--- config.mk ---
export PLATFORM = sky130hd
export DESIGN_NAME = cme_ctrl
export DESIGN_NICKNAME = d
export VERILOG_FILES = /design/src/hw/rtl/cme_pkg.sv /design/src/hw/rtl/cme_ctrl.sv
export SDC_FILE = /design/constraint.sdc
export NUM_CORES = 1
export LEC_CHECK = 0
export BUFFER_PORTS_ARGS = -buffer_cell sky130_fd_sc_hd__buf_2
export CAP_MARGIN = 20
export CORE_MARGIN = 4
export CORE_UTILIZATION = 30
export DETAILED_ROUTE_END_ITERATION = 12
export GPL_ROUTABILITY_DRIVEN = 0
export SYNTH_ARGS = -nofsm -noshare
export SYNTH_HDL_FRONTEND = slang
export SYNTH_SLANG_ARGS = --single-unit
--- constraint.sdc ---
create_clock -name clk -period 2.2 [get_ports clk]
set_input_delay 0.22 -clock clk [delete_from_list [all_inputs] [get_ports clk]]
set_output_delay 0.22 -clock clk [all_outputs]
set_load 0.1 [all_outputs]
--- src/hw/rtl/cme_pkg.sv ---
`default_nettype none
// ----------------------------------------------------------------------------
// cme_pkg
// Shared types, codes and Q.32 helper functions of the central moments engine.
// ----------------------------------------------------------------------------
package cme_pkg;

  localparam int MAX_SAMPLES_DEF = 1024;
  localparam int SAMPLE_BITS_DEF = 16;

  localparam int          CFG_IDX_BITS  = 8;
  localparam logic [CFG_IDX_BITS-1:0] REG_PDF_MODE  = 8'd0;
  localparam logic [CFG_IDX_BITS-1:0] REG_POS_RANGE = 8'd1;
  localparam logic [31:0] RANGE_RESET   = 32'h0001_0000;

  // moment select
  localparam logic [1:0] MSEL_TWO   = 2'd0;
  localparam logic [1:0] MSEL_THREE = 2'd1;
  localparam logic [1:0] MSEL_FOUR  = 2'd2;

  // divider dividend shift
  localparam logic [1:0] SH_ZERO = 2'd0;
  localparam logic [1:0] SH_ONE  = 2'd1;
  localparam logic [1:0] SH_Q32  = 2'd2;

  localparam logic [63:0] S64_MAX = 64'h7FFF_FFFF_FFFF_FFFF;
  localparam logic [63:0] S64_MIN = 64'h8000_0000_0000_0000;

  typedef enum logic [4:0] {
    OP_NONE,
    OP_LOAD_SAMPLE,
    OP_DIV_MEAN,
    OP_DIV_Q0,
    OP_DIV_C,
    OP_DIV_M,
    OP_WR_C,
    OP_WR_Q0,
    OP_INIT_LOOP,
    OP_RD,
    OP_LDX,
    OP_SUB,
    OP_NEXT,
    OP_MUL_POSX,
    OP_MUL_DD,
    OP_MUL_D2X,
    OP_MUL_TD,
    OP_MUL_TD2,
    OP_MUL_MR,
    OP_ACC_NUM,
    OP_WR_D2,
    OP_WR_T,
    OP_ACC_M2,
    OP_ACC_M3,
    OP_ACC_M4,
    OP_WR_M,
    OP_WR_MR,
    OP_LOAD_OK,
    OP_LOAD_ERR,
    OP_LOAD_ZERO
  } cme_op_t;

  typedef struct packed {
    cme_op_t    op;
    logic [1:0] msel;
  } cme_cmd_t;

  typedef struct packed {
    logic lt2;
    logic pdf;
    logic wzero;
    logic last_elem;
    logic mul_done;
    logic div_done;
    logic out_free;
  } cme_stat_t;

  function automatic logic [63:0] sat65(input logic [64:0] v);
    logic [63:0] r;
    if (v[64] != v[63]) r = v[64] ? S64_MIN : S64_MAX;
    else r = v[63:0];
    return r;
  endfunction

  function automatic logic [63:0] sadd(input logic [63:0] a, input logic [63:0] b);
    return sat65({a[63], a} + {b[63], b});
  endfunction

  function automatic logic [63:0] ssub(input logic [63:0] a, input logic [63:0] b);
    return sat65({a[63], a} - {b[63], b});
  endfunction

  function automatic logic [63:0] mag64(input logic [63:0] a);
    return a[63] ? (64'd0 - a) : a;
  endfunction

  function automatic logic [63:0] from_mag(input logic [63:0] m, input logic neg);
    logic [63:0] r;
    if (neg) r = m[63] ? S64_MIN : (64'd0 - m);
    else r = m[63] ? S64_MAX : m;
    return r;
  endfunction

  // quotient carries one extra fraction bit: round half away from zero
  function automatic logic [63:0] div_round(input logic [63:0] q, input logic ovf,
                                            input logic neg);
    logic [63:0] m;
    m = ovf ? '1 : ((q >> 1) + {63'd0, q[0]});
    return from_mag(m, neg);
  endfunction

endpackage
`default_nettype wire

--- src/hw/rtl/cme_ctrl.sv ---
`default_nettype none
// ----------------------------------------------------------------------------
// cme_ctrl
// Sequencer: frame loading, buffer passes (two in pdf mode) and final scaling.
// ----------------------------------------------------------------------------
module cme_ctrl
  import cme_pkg::*;
(
  input  wire logic      clk,
  input  wire logic      rst_n,
  input  wire logic      in_valid,
  input  wire logic      in_last_sample,
  output logic           in_stall,
  input  wire cme_stat_t stat,
  output cme_cmd_t       cmd
);

  typedef enum logic [4:0] {
    S_IDLE, S_START, S_MEAN_W, S_Q0_W, S_INIT1,
    S_L1_RD, S_L1_LD, S_L1_MUL, S_L1_W, S_L1_NX,
    S_C_DIV, S_C_W, S_INIT2,
    S_L2_RD, S_L2_LD, S_L2_SUB, S_L2_M1, S_L2_W1, S_L2_M2, S_L2_W2,
    S_L2_ACC, S_L2_M3, S_L2_W3, S_L2_M4, S_L2_W4, S_L2_NX,
    S_F_DIV, S_F_DW, S_F_MUL, S_F_MW, S_OUT
  } state_t;

  typedef enum logic [1:0] {K_OK, K_ERR, K_ZERO} kind_t;

  state_t     state_r, state_nxt;
  kind_t      kind_r, kind_nxt;
  logic [1:0] msel_r, msel_nxt;
  logic [2:0] rep_r, rep_nxt;

  assign in_stall = (state_r != S_IDLE);

  always_comb begin
    state_nxt = state_r;
    kind_nxt  = kind_r;
    msel_nxt  = msel_r;
    rep_nxt   = rep_r;
    cmd.msel  = msel_r;
    cmd.op    = OP_NONE;
    unique case (state_r)
      S_IDLE: if (in_valid) begin
        cmd.op = OP_LOAD_SAMPLE;
        if (in_last_sample) state_nxt = S_START;
      end
      S_START: begin
        kind_nxt = K_OK;
        if (stat.lt2) begin
          kind_nxt = K_ERR; state_nxt = S_OUT;
        end else if (stat.pdf && stat.wzero) begin
          kind_nxt = K_ZERO; state_nxt = S_OUT;
        end else if (stat.pdf) begin
          cmd.op = OP_DIV_Q0; state_nxt = S_Q0_W;
        end else begin
          cmd.op = OP_DIV_MEAN; state_nxt = S_MEAN_W;
        end
      end
      S_MEAN_W: if (stat.div_done) begin
        cmd.op = OP_WR_C; state_nxt = S_INIT2;
      end
      S_Q0_W: if (stat.div_done) begin
        cmd.op = OP_WR_Q0; state_nxt = S_INIT1;
      end
      S_INIT1: begin cmd.op = OP_INIT_LOOP; state_nxt = S_L1_RD; end
      S_L1_RD: begin cmd.op = OP_RD;        state_nxt = S_L1_LD; end
      S_L1_LD: begin cmd.op = OP_LDX;       state_nxt = S_L1_MUL; end
      S_L1_MUL: begin cmd.op = OP_MUL_POSX; state_nxt = S_L1_W; end
      S_L1_W: if (stat.mul_done) begin
        cmd.op = OP_ACC_NUM; state_nxt = S_L1_NX;
      end
      S_L1_NX: begin
        if (stat.last_elem) state_nxt = S_C_DIV;
        else begin cmd.op = OP_NEXT; state_nxt = S_L1_RD; end
      end
      S_C_DIV: begin cmd.op = OP_DIV_C; state_nxt = S_C_W; end
      S_C_W: if (stat.div_done) begin
        cmd.op = OP_WR_C; state_nxt = S_INIT2;
      end
      // INIT_LOOP restarts the position sequence at zero, stepping by q0 kept in the datapath
      S_INIT2:  begin cmd.op = OP_INIT_LOOP; state_nxt = S_L2_RD; end
      S_L2_RD:  begin cmd.op = OP_RD;        state_nxt = S_L2_LD; end
      S_L2_LD:  begin cmd.op = OP_LDX;       state_nxt = S_L2_SUB; end
      S_L2_SUB: begin cmd.op = OP_SUB;       state_nxt = S_L2_M1; end
      S_L2_M1:  begin cmd.op = OP_MUL_DD;    state_nxt = S_L2_W1; end
      S_L2_W1: if (stat.mul_done) begin
        cmd.op    = OP_WR_D2;
        state_nxt = stat.pdf ? S_L2_M2 : S_L2_ACC;
      end
      S_L2_M2: begin cmd.op = OP_MUL_D2X; state_nxt = S_L2_W2; end
      S_L2_W2: if (stat.mul_done) begin
        cmd.op = OP_WR_T; state_nxt = S_L2_ACC;
      end
      S_L2_ACC: begin cmd.op = OP_ACC_M2; state_nxt = S_L2_M3; end
      S_L2_M3:  begin cmd.op = OP_MUL_TD; state_nxt = S_L2_W3; end
      S_L2_W3: if (stat.mul_done) begin
        cmd.op = OP_ACC_M3; state_nxt = S_L2_M4;
      end
      S_L2_M4: begin cmd.op = OP_MUL_TD2; state_nxt = S_L2_W4; end
      S_L2_W4: if (stat.mul_done) begin
        cmd.op = OP_ACC_M4; state_nxt = S_L2_NX;
      end
      S_L2_NX: begin
        if (stat.last_elem) begin
          msel_nxt = MSEL_TWO; state_nxt = S_F_DIV;
        end else begin
          cmd.op = OP_NEXT; state_nxt = S_L2_RD;
        end
      end
      S_F_DIV: begin cmd.op = OP_DIV_M; state_nxt = S_F_DW; end
      S_F_DW: if (stat.div_done) begin
        cmd.op = OP_WR_M;
        if (stat.pdf) begin
          // order k moment takes k range multiplies
          rep_nxt   = 3'({1'b0, msel_r} + 3'd2);
          state_nxt = S_F_MUL;
        end else if (msel_r == MSEL_FOUR) begin
          state_nxt = S_OUT;
        end else begin
          msel_nxt = msel_r + 2'd1; state_nxt = S_F_DIV;
        end
      end
      S_F_MUL: begin cmd.op = OP_MUL_MR; state_nxt = S_F_MW; end
      S_F_MW: if (stat.mul_done) begin
        cmd.op  = OP_WR_MR;
        rep_nxt = rep_r - 3'd1;
        if (rep_r != 3'd1) state_nxt = S_F_MUL;
        else if (msel_r == MSEL_FOUR) state_nxt = S_OUT;
        else begin
          msel_nxt = msel_r + 2'd1; state_nxt = S_F_DIV;
        end
      end
      S_OUT: if (stat.out_free) begin
        unique case (kind_r)
          K_ERR:   cmd.op = OP_LOAD_ERR;
          K_ZERO:  cmd.op = OP_LOAD_ZERO;
          default: cmd.op = OP_LOAD_OK;
        endcase
        state_nxt = S_IDLE;
      end
      default: state_nxt = S_IDLE;
    endcase
  end

  always_ff @(posedge clk) begin
    if (!rst_n) begin
      state_r <= S_IDLE;
      kind_r  <= K_OK;
      msel_r  <= MSEL_TWO;
      rep_r   <= '0;
    end else begin
      state_r <= state_nxt;
      kind_r  <= kind_nxt;
      msel_r  <= msel_nxt;
      rep_r   <= rep_nxt;
    end
  end

endmodule
`default_nettype wire

==> out/results.ini <==
[critical_path]
r2r_start = state_r[2]$_SDFFE_PN0P_
r2r_end = state_r[2]$_SDFFE_PN0P_
critPathRequiredTime_ns = 1.98
rrSetupSlack_ns = 0.38
cp-endpoint = cmd[3]
arrival_ns = 1.89
crit_start = state_r[0]$_SDFFE_PN0P_
cp-start-kind = flip-flop
crit_path_end_kind = output pin
crit_type = flip-flop to output pin
ff2ff_path_depth = 7
critPathMaxFanout = 14

[drt]
drc = 0
wl_per_cell_um = 15.7
dr_total_vias = 1780
firstDrtPassIters = 5
vias_per_cell = 5.67
antenna_left = 0
drt_iter0_markers = 177
wirelength_mm = 4.92

[timing]
rsz0062_at_grt = false
skew_ns = 0.00210
fin_crit_ns = 2.11
slew_violations = 0
hold_viol = 0
tightest_slew_ns = 0.486
max_freq_mhz = 473
maxSlewHeadroom_pct = 67.8
finalCritPeriodShare_pct = 96.0
setup_viol = 0
setup_tns_ns = 0

[floorplan]
die_width_um = 81.3
die-area_um2 = 6610
initial_core_util_pct = 31.2
io_pins = 19
fp.dieH_um = 81.3
core_um2 = 5170
num_rows = 26

[pwr]
ir_drop_v = 0.00109
p_total_mw = 2.59
p_sw_mw = 1.44
leakage_nw = 0.710
combPwrFrac_pct = 79.0
cellPowerDensity_nw_per_um2 = 1340
power.share.clock_pct = 7.7
power_frac_seq_pct = 13.3
switching_share_pct = 55.7
p_int_mw = 1.15

[synthesis]
synth_cells = 225
synth_flop_cell = dfxtp_1
synth_nets = 240
synthDistinctLibCells = 66
synth_top_family_by_area = simple AND/OR/NAND/NOR gates
synthMuxAreaShare_pct = 4.50
synth_compound_area_share_pct = 30.9
synth_edf_count = 0
syn_area_um2 = 1610
yosysSeqAreaShare_pct = 14.9
avgSynthCellArea_um2 = 7.17
yosysWarningCount = 0
synthAdderAreaFrac_pct = 3.10
synth_seq_cells = 12
synth_simple_gate_area_share_pct = 35.1
synthArstFlopShare_pct = 0
synth_xor_area_share_pct = 0.543

[finish]
layout_common_cells = 23 x nand2_1, 19 x nor2_1, 18 x a21oi_1
ff_latch_area_um2 = 246
antenna_cells = 0
drive_above_1_share_pct = 23.8
multiInputGateArea_um2 = 1200
fillCellCount = 534
nets = 261
area_delta_synth_final_pct = 20.2
final_common_cell = nand2_1

[clock_tree]
cts_sinks = 12
clockRootBuffer = clkbuf_8
htreeDepth = 1
cts_tree = done
worstSkewPairLatency_ns = 0.24
cts_buffers = 3
hold_buffers = 0
clkTransAtPathRegs_ns = 0.05
clockBufferDepth = 2

[grt]
grt_pass1_wl_mm = 8.07
antenna_found_initial = 0
grt_pass1_vias = 1605
grt-ovfl-total = 0
grt_max_degree = 24
grt.total_usage_pct = 15.4

[placed_design]
place.port_buffers = 18
detailed_place_hpwl_mm = 3.72

[hold_path]
hold_path_class = input pin to flip-flop

[run]
max_cap_viol_count = 0

[status]
status = finished, final reports clean

how the worst min path moves through the flow:
stage / startpoint / endpoint / slack (ns) / cells past startpoint
after floorplan: rst_n / rep_r[2]$_SDFFE_PN0P_ / 0.34 / 1
final: stat[6] / kind_r[0]$_SDFFE_PN0P_ / 0.25 / 3
after CTS: stat[6] / kind_r[0]$_SDFFE_PN0P_ / 0.25 / 3
after detailed placement: kind_r[1]$_SDFFE_PN0P_ / kind_r[1]$_SDFFE_PN0P_ / 0.45 / 2
after global routing: stat[6] / kind_r[0]$_SDFFE_PN0P_ / 0.27 / 3
after global placement: kind_r[1]$_SDFFE_PN0P_ / kind_r[1]$_SDFFE_PN0P_ / 0.45 / 2
flip-flops by register name (all words and copies together), names as in the netlist:
signal and flops:
state_r 5, rep_r 3, kind_r 2, msel_r 2
power groups by stage:
stage | Sequential [mW] | Combinational (mW) | Clock [mW]
detailed placement | 0.334 | 2.01 | 0
CTS | 0.332 | 2.01 | 0.207
global route | 0.349 | 2.18 | 0.218
floorplan | 0.297 | 1.51 | 0
global placement | 0.332 | 2.00 | 0
finish | 0.346 | 2.04 | 0.199
final cells by class:
cell class	count	area share (%)
sequential	12	12.7
inverter	10	1.94
multi-input combinational	184	62.1
tap	70	4.52
timing repair buffer	35	16.6
clock buffer	3	2.13
cell families after synthesis:
group / after synthesis
xor+xnor: 1
fa+ha+maj: 4
compound gates: 74
simple gates: 98
buf+inv: 29
mux: 7
flops: 12
critical path, cell delays in order (launching register included):
cell and delay, ns:
dfxtp_2 0.40, buf_6 0.17, and2b_1 0.20, nor4_1 0.07, a31oi_1 0.22, o211ai_1 0.13, a211o_1 0.28, buf_12 0.18
repair_timing:
action                                  4_1_cts  5_1_grt
resized for setup                             1        7
endpoints found under the setup margin        1        4
buffers inserted                              0        0
pin swaps                                     0        0
per-stage QoR:
step           setup slack (ns)  utilization, %  hold slack (ns)  std cells  area (µm²)
2_1_floorplan          0.000298               -            0.338        225        1620
3_3_place_gp              0.312            36.3            0.446        311        1880
3_5_place_dp              0.240            36.3            0.449        311        1880
4_1_cts                  0.0343            37.1            0.245        314        1920
5_1_grt                  0.0108            37.5            0.267        314        1940
6_report                 0.0875            37.5            0.249        314        1940
synthesized netlist by cell type (4+ instances only):
cell type	instances	share of area [%]
nand2_1	23	5.4
buf_6	6	4.2
nor3_1	6	1.9
buf_2	6	1.9
o211ai_1	5	2.3
ha_1	4	3.1
mux2i_1	5	3.1
nand2b_1	7	2.7
nand3_1	9	2.8
nor2_1	19	4.4
buf_4	4	1.9
o21ai_0	13	4.0
a21oi_1	18	5.6
inv_1	7	1.6
dfxtp_1	12	15
layer usage:
metal	vias to the layer above	share of wire, %	track usage, %
li1	874	-	-
met1	826	47	22.2
met2	74	45	23.8
met3	6	7.2	2.66
met4	0	0.87	3.38
met5	-	0	0
No activity file was read; power rests on OpenSTA's default activity.
